### src/sv/owm_pkg.sv
`timescale 1ns / 1ps

package owm_pkg;

	// Command codes carried by req_type.
	localparam logic [2:0] REQ_TICK  = 3'd0;
	localparam logic [2:0] REQ_RESET = 3'd1;
	localparam logic [2:0] REQ_WRITE = 3'd2;
	localparam logic [2:0] REQ_READ  = 3'd3;
	localparam logic [2:0] REQ_WAIT  = 3'd4;

	// Configuration register indexes.
	localparam logic [2:0] CFG_RESET_LOW      = 3'd0;
	localparam logic [2:0] CFG_PRESENCE_DELAY = 3'd1;
	localparam logic [2:0] CFG_PRESENCE_POLLS = 3'd2;
	localparam logic [2:0] CFG_POLL_TICKS     = 3'd3;
	localparam logic [2:0] CFG_SLOT           = 3'd4;
	localparam logic [2:0] CFG_WRITE_ONE_LOW  = 3'd5;
	localparam logic [2:0] CFG_READ_SAMPLE    = 3'd6;
	localparam logic [2:0] CFG_RECOVERY       = 3'd7;

	localparam int CFG_DATA_W = 10;

	// Bus sequencer phases.
	localparam logic [3:0] PH_IDLE     = 4'd0;
	localparam logic [3:0] PH_RST_LOW  = 4'd1;
	localparam logic [3:0] PH_RST_WAIT = 4'd2;
	localparam logic [3:0] PH_RST_POLL = 4'd3;
	localparam logic [3:0] PH_WR_SLOT  = 4'd4;
	localparam logic [3:0] PH_WR_REC   = 4'd5;
	localparam logic [3:0] PH_RD_SLOT  = 4'd6;
	localparam logic [3:0] PH_RD_REC   = 4'd7;
	localparam logic [3:0] PH_WT_SLOT  = 4'd8;
	localparam logic [3:0] PH_WT_REC   = 4'd9;

	typedef struct packed {
		logic [2:0] req_type;
		logic [7:0] write_data;
		logic [7:0] byte_count;
		logic       line_in;
	} owm_req_t;

	typedef struct packed {
		logic       drive_low;
		logic       busy_res;
		logic       done_res;
		logic       presence;
		logic [7:0] read_byte;
		logic       byte_valid;
		logic       last_byte;
	} owm_res_t;

	typedef struct packed {
		logic [9:0] reset_low_ticks;
		logic [7:0] presence_delay_ticks;
		logic [5:0] presence_polls;
		logic [5:0] presence_poll_ticks;
		logic [7:0] slot_ticks;
		logic [5:0] write_one_low_ticks;
		logic [5:0] read_sample_ticks;
		logic [3:0] recovery_ticks;
	} owm_cfg_t;

endpackage

### src/sv/owm_req_if.sv
`timescale 1ns / 1ps

interface owm_req_if;
	logic              valid;
	logic              ready;
	owm_pkg::owm_req_t data;

	modport source (output valid, output data, input ready);
	modport sink (input valid, input data, output ready);
endinterface

### src/sv/owm_res_if.sv
`timescale 1ns / 1ps

interface owm_res_if;
	logic              valid;
	logic              ready;
	owm_pkg::owm_res_t data;

	modport source (output valid, output data, input ready);
	modport sink (input valid, input data, output ready);
endinterface

### src/sv/owm_cfg_regs.sv
`timescale 1ns / 1ps

module owm_cfg_regs (
	input  logic                               clk,
	input  logic                               arst_n,
	input  logic                               cfg_we,
	input  logic [2:0]                         cfg_index,
	input  logic [owm_pkg::CFG_DATA_W-1:0]     cfg_data,
	output owm_pkg::owm_cfg_t                  cfg
);
	import owm_pkg::*;

	owm_cfg_t cfg_q;

	always_ff @(posedge clk or negedge arst_n) begin
		if (!arst_n) begin
			cfg_q.reset_low_ticks      <= 10'd480;
			cfg_q.presence_delay_ticks <= 8'd60;
			cfg_q.presence_polls       <= 6'd18;
			cfg_q.presence_poll_ticks  <= 6'd10;
			cfg_q.slot_ticks           <= 8'd60;
			cfg_q.write_one_low_ticks  <= 6'd15;
			cfg_q.read_sample_ticks    <= 6'd15;
			cfg_q.recovery_ticks       <= 4'd1;
		end else if (cfg_we) begin
			case (cfg_index)
				CFG_RESET_LOW:      cfg_q.reset_low_ticks      <= cfg_data[9:0];
				CFG_PRESENCE_DELAY: cfg_q.presence_delay_ticks <= cfg_data[7:0];
				CFG_PRESENCE_POLLS: cfg_q.presence_polls       <= cfg_data[5:0];
				CFG_POLL_TICKS:     cfg_q.presence_poll_ticks  <= cfg_data[5:0];
				CFG_SLOT:           cfg_q.slot_ticks           <= cfg_data[7:0];
				CFG_WRITE_ONE_LOW:  cfg_q.write_one_low_ticks  <= cfg_data[5:0];
				CFG_READ_SAMPLE:    cfg_q.read_sample_ticks    <= cfg_data[5:0];
				CFG_RECOVERY:       cfg_q.recovery_ticks       <= cfg_data[3:0];
				default: ;
			endcase
		end
	end

	assign cfg = cfg_q;

endmodule

### src/sv/owm_core.sv
`timescale 1ns / 1ps

module owm_core (
	input  logic               clk,
	input  logic               arst_n,
	input  logic               step,
	input  owm_pkg::owm_req_t  item,
	input  owm_pkg::owm_cfg_t  cfg,
	output owm_pkg::owm_res_t  res
);
	import owm_pkg::*;

	localparam logic [1:0] KIND_WR = 2'd0;
	localparam logic [1:0] KIND_RD = 2'd1;
	localparam logic [1:0] KIND_WT = 2'd2;

	logic [3:0] phase_q;
	logic [9:0] timer_q;
	logic [2:0] bit_q;
	logic [7:0] shift_q;
	logic [7:0] left_q;
	logic [5:0] polls_q;
	logic       presence_q;

	logic [3:0] ph;
	logic [9:0] tt;
	logic [2:0] bi;
	logic [7:0] sh;
	logic [7:0] bl;
	logic [5:0] pc;
	logic       pf;
	logic       done;
	logic       busy;
	logic       drive;
	logic       valid;
	logic       last;
	logic [7:0] rbyte;
	logic       do_gap;
	logic [1:0] kind;
	logic       finished;
	logic       poll_end;
	logic [7:0] low_len;
	logic [7:0] slot_len;
	logic [7:0] sample_pt;

	// Sample point is clamped to the last tick of the slot.
	always_comb begin
		slot_len  = (cfg.slot_ticks != 8'd0) ? cfg.slot_ticks : 8'd1;
		sample_pt = ({2'b00, cfg.read_sample_ticks} >= slot_len) ?
			slot_len - 8'd1 : {2'b00, cfg.read_sample_ticks};
	end

	always_comb begin
		ph       = phase_q;
		tt       = timer_q;
		bi       = bit_q;
		sh       = shift_q;
		bl       = left_q;
		pc       = polls_q;
		pf       = presence_q;
		done     = 1'b0;
		drive    = 1'b0;
		valid    = 1'b0;
		last     = 1'b0;
		rbyte    = 8'd0;
		do_gap   = 1'b0;
		kind     = KIND_WR;
		finished = 1'b0;
		poll_end = 1'b0;
		low_len  = 8'd0;

		// A command starts only while idle; its accepting tick runs its first phase.
		if (ph == PH_IDLE) begin
			tt = 10'd0;
			case (item.req_type)
				REQ_RESET: begin
					ph = PH_RST_LOW;
				end
				REQ_WRITE: begin
					sh = item.write_data;
					bi = 3'd0;
					bl = 8'd1;
					ph = PH_WR_SLOT;
				end
				REQ_READ: begin
					sh = 8'd0;
					bi = 3'd0;
					bl = item.byte_count;
					if (item.byte_count == 8'd0) begin
						done = 1'b1;
					end else begin
						ph = PH_RD_SLOT;
					end
				end
				REQ_WAIT: begin
					sh = 8'd0;
					ph = PH_WT_SLOT;
				end
				default: ;
			endcase
		end
		busy = (ph != PH_IDLE) || done;

		case (ph)
			PH_IDLE: ;
			PH_RST_LOW: begin
				drive = 1'b1;
				tt = tt + 10'd1;
				if (tt >= cfg.reset_low_ticks) begin
					ph = PH_RST_WAIT;
					tt = 10'd0;
				end
			end
			PH_RST_WAIT: begin
				tt = tt + 10'd1;
				if (tt >= {2'b00, cfg.presence_delay_ticks}) begin
					ph = PH_RST_POLL;
					tt = 10'd0;
					pc = 6'd0;
				end
			end
			PH_RST_POLL: begin
				if (tt == 10'd0) begin
					if (!item.line_in) begin
						pf = 1'b1;
						ph = PH_IDLE;
						done = 1'b1;
						poll_end = 1'b1;
					end else begin
						pc = pc + 6'd1;
						if (pc == 6'd0 || pc >= cfg.presence_polls) begin
							pf = 1'b0;
							ph = PH_IDLE;
							done = 1'b1;
							poll_end = 1'b1;
						end
					end
				end
				if (!poll_end) begin
					tt = tt + 10'd1;
					if (tt >= {4'b0000, cfg.presence_poll_ticks}) begin
						tt = 10'd0;
					end
				end
			end
			PH_WR_SLOT: begin
				low_len = sh[0] ? {2'b00, cfg.write_one_low_ticks} : cfg.slot_ticks;
				drive = (tt < {2'b00, low_len}) || (tt == 10'd0);
				tt = tt + 10'd1;
				if (tt >= {2'b00, cfg.slot_ticks}) begin
					sh = {1'b0, sh[7:1]};
					if (bi == 3'd7) begin
						bl = 8'd0;
					end
					bi = bi + 3'd1;
					tt = 10'd0;
					kind = KIND_WR;
					if (cfg.recovery_ticks == 4'd0) begin
						do_gap = 1'b1;
					end else begin
						ph = PH_WR_REC;
					end
				end
			end
			PH_RD_SLOT, PH_WT_SLOT: begin
				drive = (tt == 10'd0);
				if (tt == {2'b00, sample_pt}) begin
					if (ph == PH_RD_SLOT) begin
						sh = {item.line_in, sh[7:1]};
					end else begin
						sh = {item.line_in, 7'd0};
					end
				end
				tt = tt + 10'd1;
				if (tt >= {2'b00, cfg.slot_ticks}) begin
					if (ph == PH_WT_SLOT) begin
						kind = KIND_WT;
						tt = 10'd0;
						if (cfg.recovery_ticks == 4'd0) begin
							do_gap = 1'b1;
						end else begin
							ph = PH_WT_REC;
						end
					end else begin
						if (bi == 3'd7) begin
							valid = 1'b1;
							rbyte = sh;
							last = (bl <= 8'd1);
							if (bl != 8'd0) begin
								bl = bl - 8'd1;
							end
							sh = 8'd0;
						end
						bi = bi + 3'd1;
						kind = KIND_RD;
						tt = 10'd0;
						if (cfg.recovery_ticks == 4'd0) begin
							do_gap = 1'b1;
						end else begin
							ph = PH_RD_REC;
						end
					end
				end
			end
			PH_WR_REC, PH_RD_REC, PH_WT_REC: begin
				tt = tt + 10'd1;
				kind = (ph == PH_WR_REC) ? KIND_WR : (ph == PH_RD_REC) ? KIND_RD : KIND_WT;
				if (tt >= {6'd0, cfg.recovery_ticks}) begin
					do_gap = 1'b1;
				end
			end
			default: begin
				ph = PH_IDLE;
			end
		endcase

		// After the recovery gap, either start the next slot or finish the command.
		if (do_gap) begin
			tt = 10'd0;
			finished = (kind == KIND_WT) ? sh[7] : (bl == 8'd0);
			if (finished) begin
				ph = PH_IDLE;
				done = 1'b1;
			end else begin
				ph = (kind == KIND_WR) ? PH_WR_SLOT :
					(kind == KIND_RD) ? PH_RD_SLOT : PH_WT_SLOT;
			end
		end
	end

	always_ff @(posedge clk or negedge arst_n) begin
		if (!arst_n) begin
			phase_q    <= PH_IDLE;
			timer_q    <= 10'd0;
			bit_q      <= 3'd0;
			shift_q    <= 8'd0;
			left_q     <= 8'd0;
			polls_q    <= 6'd0;
			presence_q <= 1'b0;
		end else if (step) begin
			phase_q    <= ph;
			timer_q    <= tt;
			bit_q      <= bi;
			shift_q    <= sh;
			left_q     <= bl;
			polls_q    <= pc;
			presence_q <= pf;
		end
	end

	always_comb begin
		res.drive_low  = drive;
		res.busy_res   = busy;
		res.done_res   = done;
		res.presence   = pf;
		res.read_byte  = rbyte;
		res.byte_valid = valid;
		res.last_byte  = last;
	end

endmodule

### src/sv/one_wire_bus_master.sv
// Single-wire bus master driven one microsecond tick at a time.
// Each item on the req channel is one tick: the sampled bus level plus an
// optional command (reset with presence detect, write byte, read bytes,
// wait until ready). Each item yields exactly one item on the res channel
// with the bus drive for that tick, busy, done, presence and any byte read.
// Commands arriving while a command is in progress are ignored.
// Timing values come from eight registers on the cfg write port; write them
// only while no tick is in flight.
// An accepted item sits in the input register; the sequencer step then
// fills the result register, and the result is offered from there.
// Throughput is one item per cycle while res is not stalled; the sequencer
// state update is the only loop.
// When res is stalled the result register holds and one more item can be
// taken into the input register before req.ready drops.
// Reset clears the sequencer to idle, presence to zero, both pipeline
// stages to empty and the timing registers to 480, 60, 18, 10, 60, 15,
// 15 and 1.
`timescale 1ns / 1ps

module one_wire_bus_master (
	input  logic                           clk,
	input  logic                           arst_n,
	input  logic                           cfg_we,
	input  logic [2:0]                     cfg_index,
	input  logic [owm_pkg::CFG_DATA_W-1:0] cfg_data,
	owm_req_if.sink                        req,
	owm_res_if.source                      res
);
	import owm_pkg::*;

	owm_cfg_t cfg;
	owm_req_t item_s1;
	logic     item_valid_s1;
	owm_res_t res_data_s2;
	logic     res_valid_s2;
	owm_res_t core_res;
	logic     out_adv;
	logic     step;
	logic     accept;

	assign out_adv   = !res_valid_s2 || res.ready;
	assign step      = item_valid_s1 && out_adv;
	assign req.ready = !item_valid_s1 || step;
	assign accept    = req.valid && req.ready;

	owm_cfg_regs u_cfg (
		.clk       (clk),
		.arst_n    (arst_n),
		.cfg_we    (cfg_we),
		.cfg_index (cfg_index),
		.cfg_data  (cfg_data),
		.cfg       (cfg)
	);

	owm_core u_core (
		.clk    (clk),
		.arst_n (arst_n),
		.step   (step),
		.item   (item_s1),
		.cfg    (cfg),
		.res    (core_res)
	);

	always_ff @(posedge clk or negedge arst_n) begin
		if (!arst_n) begin
			item_valid_s1 <= 1'b0;
			res_valid_s2  <= 1'b0;
		end else begin
			if (accept) begin
				item_valid_s1 <= 1'b1;
			end else if (step) begin
				item_valid_s1 <= 1'b0;
			end
			if (out_adv) begin
				res_valid_s2 <= step;
			end
		end
	end

	always_ff @(posedge clk) begin
		if (accept) begin
			item_s1 <= req.data;
		end
		if (step) begin
			res_data_s2 <= core_res;
		end
	end

	assign res.valid = res_valid_s2;
	assign res.data  = res_data_s2;

endmodule
### src/flat_wrapper.sv
// flat-port wrapper written by rule: the top's interface ports become plain ports
module one_wire_bus_master_flat import owm_pkg::*;
  (clk, arst_n, cfg_we, cfg_index, cfg_data, req_valid, req_data, req_ready, res_valid, res_data, res_ready);
  owm_req_if req_i ();
  owm_res_if res_i ();
  input  logic clk;
  input  logic arst_n;
  input  logic cfg_we;
  input  logic [2:0] cfg_index;
  input  logic [owm_pkg::CFG_DATA_W-1:0] cfg_data;
  input wire logic [$bits(req_i.valid)-1:0] req_valid;
  input wire logic [$bits(req_i.data)-1:0] req_data;
  output wire logic [$bits(req_i.ready)-1:0] req_ready;
  output wire logic [$bits(res_i.valid)-1:0] res_valid;
  output wire logic [$bits(res_i.data)-1:0] res_data;
  input wire logic [$bits(res_i.ready)-1:0] res_ready;
  assign req_i.valid = req_valid;
  assign req_i.data = req_data;
  assign req_ready = req_i.ready;
  assign res_valid = res_i.valid;
  assign res_data = res_i.data;
  assign res_i.ready = res_ready;
  one_wire_bus_master u_core (.clk(clk), .arst_n(arst_n), .cfg_we(cfg_we), .cfg_index(cfg_index), .cfg_data(cfg_data), .req(req_i), .res(res_i));
endmodule
### config.mk
export PLATFORM = sky130hd
export DESIGN_NAME = one_wire_bus_master_flat
export DESIGN_NICKNAME = d
export VERILOG_FILES = /design/src/sv/owm_pkg.sv /design/src/sv/owm_req_if.sv /design/src/sv/owm_res_if.sv /design/src/sv/owm_cfg_regs.sv /design/src/sv/owm_core.sv /design/src/sv/one_wire_bus_master.sv /design/src/flat_wrapper.sv
export SDC_FILE = /design/constraint.sdc
export NUM_CORES = 1
export LEC_CHECK = 0
export CELL_PAD_IN_SITES_DETAIL_PLACEMENT = 0
export CELL_PAD_IN_SITES_GLOBAL_PLACEMENT = 1
export CORE_MARGIN = 2
export CORE_UTILIZATION = 33
export CTS_CLUSTER_DIAMETER = 60
export CTS_CLUSTER_SIZE = 16
export DETAILED_ROUTE_END_ITERATION = 10
export DONT_BUFFER_PORTS = 1
export PLACE_DENSITY = 0.6
export SLEW_MARGIN = 20
export SYNTH_ARGS = -nofsm -noshare
export SYNTH_HDL_FRONTEND = slang
export SYNTH_HIERARCHICAL = 1
export SYNTH_SLANG_ARGS = --single-unit
### constraint.sdc
create_clock -name clk -period 12.85 [get_ports clk]
set_input_delay 2.57 -clock clk [delete_from_list [all_inputs] [get_ports clk]]
set_output_delay 2.57 -clock clk [all_outputs]
set_load 0.01 [all_outputs]
Word level (Yosys, flattened, before mapping):

Cells that the tools add are included.

* $add $sub $neg: 5
* multiplexer cells: 89
* reductions and logical operators: 40
* $lt $le $gt $ge: 9
* equal/unequal tests: 27
* bitwise operators: 3

Operator list (number)
* $mux 8: 16
* $mux 10: 7
* $mux 4: 17
* $pmux 8 s2: 4
* $pmux 10 s5: 1
* $mux 1: 24
* $pmux 4 s6: 1
* $ge 10x8->1: 2
* $eq 3x3->1 const B: 6
* $mux 6: 3
* $eq 4x3->1 const B: 4
* $logic_not 8->1: 2
* $pmux 4 s4: 1
* $reduce_and 2->1: 8
* $reduce_bool 8->1: 2
* $sub 8x1->8 const B: 2
* $mux 3: 5
* $eq 3x2->1 const B: 4
* $logic_not 4->1: 3
* $pmux 6 s2: 1
* $add 10x1->10 const B: 1
* $eq 10x8->1: 1
* $ge 10x10->1: 1
* $ge 10x4->1: 1
* other kinds (35): 56

* input port bits: 38
* register bits after elaboration: 130
* output and inout bits: 16

Depth between registers and ports, before layout:

* depth after elaboration: 14
* gate-level depth with buffers: 22
* mapped depth without buffers: 18

Cells and area by module:

The synthesis kept the hierarchy.

By module, submodules not included
* owm_core: sequential area each 1001.0 um^2, area an instance 5814.3 um^2, cells an instance 763, instances 1
* owm_cfg_regs: sequential area each 1382.6 um^2, area an instance 2303.5 um^2, cells an instance 124, instances 1
* one_wire_bus_master: sequential area each 1071.0 um^2, area an instance 1124.8 um^2, cells an instance 42, instances 1

Worst setup path after synthesis:

OpenSTA, ideal clock, no wires.

* path type: input to output
* start: input port res_ready
* end: output port req_ready
* stages: 1
* path slack: 7.557 ns
* data arrival time: 2.723 ns
* buffers on the path: 0
* required time: 10.280 ns
* path through: nand3b_4

* longest elaborated chain between the ends: 3

Ends and longest elaborated chain
* from (decl): line flat_wrapper.sv:16 `input wire logic [$bits(res_i.ready)-1:0] res_ready;`
* $logic_or 1x1->1: line one_wire_bus_master.sv:41 `assign out_adv = !res_valid_s2 || res.ready;`
* $logic_and 1x1->1: line one_wire_bus_master.sv:42 `assign step = item_valid_s1 && out_adv;`
* $logic_or 1x1->1: line one_wire_bus_master.sv:43 `assign req.ready = !item_valid_s1 || step;`
* to (decl): line flat_wrapper.sv:13 `output wire logic [$bits(req_i.ready)-1:0] req_ready;`

No other way between the ends.

==> impl_metrics.yaml <==
hold_path:
  min_path_cells: 1
  hp-start: "u_core/u_core/bit_q[2]"
  min_to: "u_core/u_core/bit_q[2]"
  min_path_type: "flop to flop"
global_routing:
  grt_pass1_vias: 6935
  grt_usage_pct: 18.6
  grt_pass1_wl_um: 41500
  grt_max_degree: 97
  antenna_found_initial: 0
  overflow: 0
synth:
  synthArstFlopShare_pct: 73.8
  synth_edf_count: 34
  syn_area_sq_mm: 0.00924
  muxShareOfSynthArea_pct: 10.3
  synthesis.nets: 1030
  netlist-cell-type-count: 97
  netlist_instances: 929
  synth-adder-area-share_pct: 8.53
  synth_top_family_by_area: "compound AO/OA/AOI/OAI gates"
  syn_area_per_cell_sq_um: 9.95
  ys_seq_area_share_pct: 37.4
  synth_ff_type: "dfrtp_1"
  synth_compound_area_share_pct: 19.7
  synth_warnings: 6
  synth_largest_area_cell: "dfrtp_1"
  ys_seq_elements: 130
  yosysTopAreaCellShare_pct: 19.2
  synth_simple_gate_area_share_pct: 17.0
  yosys-top-cells-area: "dfrtp_1 (19%), edfxtp_1 (11%), ha_1 (8.5%)"
  synth-xor-area-share_pct: 1.52
worst_setup_path:
  end_kind: "flop"
  startpoint_type: "flop"
  worstSetupPathType: "flop to flop"
  rr_worst_depth: 16
  crit_path_max_fanout: 17
  crit_path_max_incr_delay_ns: 0.89
  cp_cell_sequence: "or4_1 > nand2_1 > inv_1 > ha_1 > or2_2 > nand2_1 > ha_1 > a21o_1 > a31oi_1 > o21ai_0 > a211o_1 > a311oi_1 > or3_1 > or3b_1 > or2_0 > o211ai_1"
  arrival_ns: 5.98
  required_ns: 13.11
  reg2reg_slack_ns: 7.13
  regToRegStartpoint: "u_core/u_core/phase_q[1]"
  crit_buf_inv: 1
  path_delay_family: "simple AND/OR/NAND/NOR gates"
  crit_slowest_cell: "or4_1"
  r2r-end: "u_core/res.data[11]"
pwr:
  power_w: 0.00186
  ir_worst_vdd_mv: 0.0751
  cellPowerDensity_mw_per_mm2: 186
  power.leakage_nw: 4.18
clock_tree:
  cts_root_buf: "clkbuf_16"
  post-cts-setup-buffers: 0
  clockBufferDepth: 2
  htree_levels: 4
  cts_tree: "done"
  clock_latency_ns: 0.43
  cts_buffers: 17
  clkSinkCount: 130
  cts_hold_buf: 0
  ctsResizeCount: 0
  clk_pin_slew_ns: 0.06
sta:
  clock_skew_ns: 0.0152
  max_slew_margin_pct: 20.5
  setup_viol: 0
  finalMaxSlewViolations: 0
  finalCritPeriodShare_pct: 44.5
  finalHoldViolCount: 0
  setup_tns_ns: 0
  period_needed_ns: 5.72
  rsz0062_at_grt: "no"
  hold_ws_ns: 0.489
  worst_pin_slew_ns: 1.16
  fmax_mhz: 175
drt:
  first_iter_violations: 541
  avgRoutedWirePerCell_um: 20.6
  ant_nets: 0
  first_pass_iters: 5
  vias_per_cell: 5.54
  drc: 0
  via_count: 7171
  drt-total-wl_um: 26700
finish:
  diodes: 0
  layout.nets: 1005
  syn_to_final_growth_pct: 8.47
  final_common_cell: "nor2_1"
  layout_common_cells: "nor2_1 (79), dfrtp_1 (71), ha_1 (63)"
  final_layout_size_suffix_gt1_share_pct: 17.3
floorplanning:
  num_rows: 61
  die_h_um: 171
  dieArea_sq_mm: 0.0294
  ios: 54
  initial_core_util_pct: 33.4
  coreArea_sq_mm: 0.0277
  fp.dieW_um: 171
place:
  dpl.hpwl_um: 19000
  gp_congestion: 0.882
  port-buffer-count: 0
run:
  cap_violations: 0
status:
  run_status: "finished clean"
-- worst reg2reg max path, stage by stage, from the launching register on --
cell	delay (ns)
dfrtp_1	0.54
or4_1	0.89
nand2_1	0.29
inv_1	0.18
ha_1	0.26
or2_2	0.32
nand2_1	0.20
ha_1	0.18
a21o_1	0.11
a31oi_1	0.06
o21ai_0	0.40
a211o_1	0.65
a311oi_1	0.19
or3_1	0.43
or3b_1	0.45
or2_0	0.26
o211ai_1	0.17
-- metal layers --
| metal | vias up | wire length [um] | global-route usage (%) | share of wire, % |
|---|---|---|---|---|
| li1 | 3415 | - | - | - |
| met1 | 3561 | 13500 | 27.1 | 51 |
| met2 | 174 | 11600 | 27.6 | 43 |
| met3 | 21 | 1270 | 3.59 | 4.7 |
| met4 | 0 | 389 | 5.82 | 1.5 |
| met5 | - | 0 | 0 | 0 |
-- power by group --
group          leakage (nW)  internal (W)  total [W]  switching, W
Sequential             1.46      0.000524   0.000629      0.000105
Combinational          2.45      0.000317   0.000756      0.000438
Clock                 0.272      0.000267   0.000475      0.000208
Total                  4.18       0.00111    0.00186      0.000752
-- logic make-up after synthesis --
family          after synthesis
compound gates              254
xor+xnor                     16
fa+ha+maj                    63
buf+inv                     109
flops                       130
mux                          75
simple gates                282
-- synthesized netlist by cell type, types with 21 or more instances --
cell type / count
a21o_1: 21
a21oi_1: 39
dfrtp_1: 71
dfstp_2: 25
edfxtp_1: 34
ha_1: 63
inv_1: 60
mux2_2: 33
mux2_4: 32
nand2_1: 60
nor2_1: 79
o21ai_0: 35
-- stage by stage --
step                      instances  util [%]  setup slack (ns)  instance area [sq um]
final                          1295      36.2              7.13                  10000
after CTS                      1295      36.2              7.14                  10000
after detailed placement       1263      34.2              7.20                   9470
after global placement         1263      34.2              7.30                   9470
after global routing           1295      36.2              6.75                  10000
after floorplan                 929         -              7.56                   9240
-- worst max-delay path by stage --
stage,to,start,cells past startpoint,slack (ns)
4_1_cts,u_core/res.data[11],u_core/u_core/phase_q[1],17,7.14
3_3_place_gp,u_core/res.data[11],u_core/u_core/phase_q[1],16,7.30
5_1_grt,u_core/res.data[11],u_core/u_core/phase_q[1],17,6.75
6_report,u_core/res.data[11],u_core/u_core/phase_q[1],16,7.13
2_1_floorplan,req_ready,res_ready,1,7.56
3_5_place_dp,u_core/res.data[11],u_core/u_core/phase_q[1],17,7.20
-- sequential cells by signal, summed over array words and instances (netlist names) --
| register | flops |
|---|---|
| u_core/u_core/left_q | 8 |
| u_core/res.data | 14 |
| u_core/item_valid_s1 | 1 |
| u_core/u_core/polls_q | 6 |
| u_core/u_core/presence_q | 1 |
| u_core/u_core/shift_q | 8 |
| u_core/u_core/phase_q | 4 |
| u_core/u_core/timer_q | 10 |
| u_core/u_cfg/cfg | 54 |
| u_core/res.valid | 1 |
| u_core/item_s1 | 20 |
| u_core/u_core/bit_q | 3 |
-- cell type report --
type                       count  area, sq um
fill                        2785        17700
multi-input combinational    690         5280
sequential                   130         3450
tap                          378          473
clock buffer                  17          425
inverter                      60          225
clock inverter                15          130
timing repair buffer           5         37.5
(Power assumes the default switching activity.)
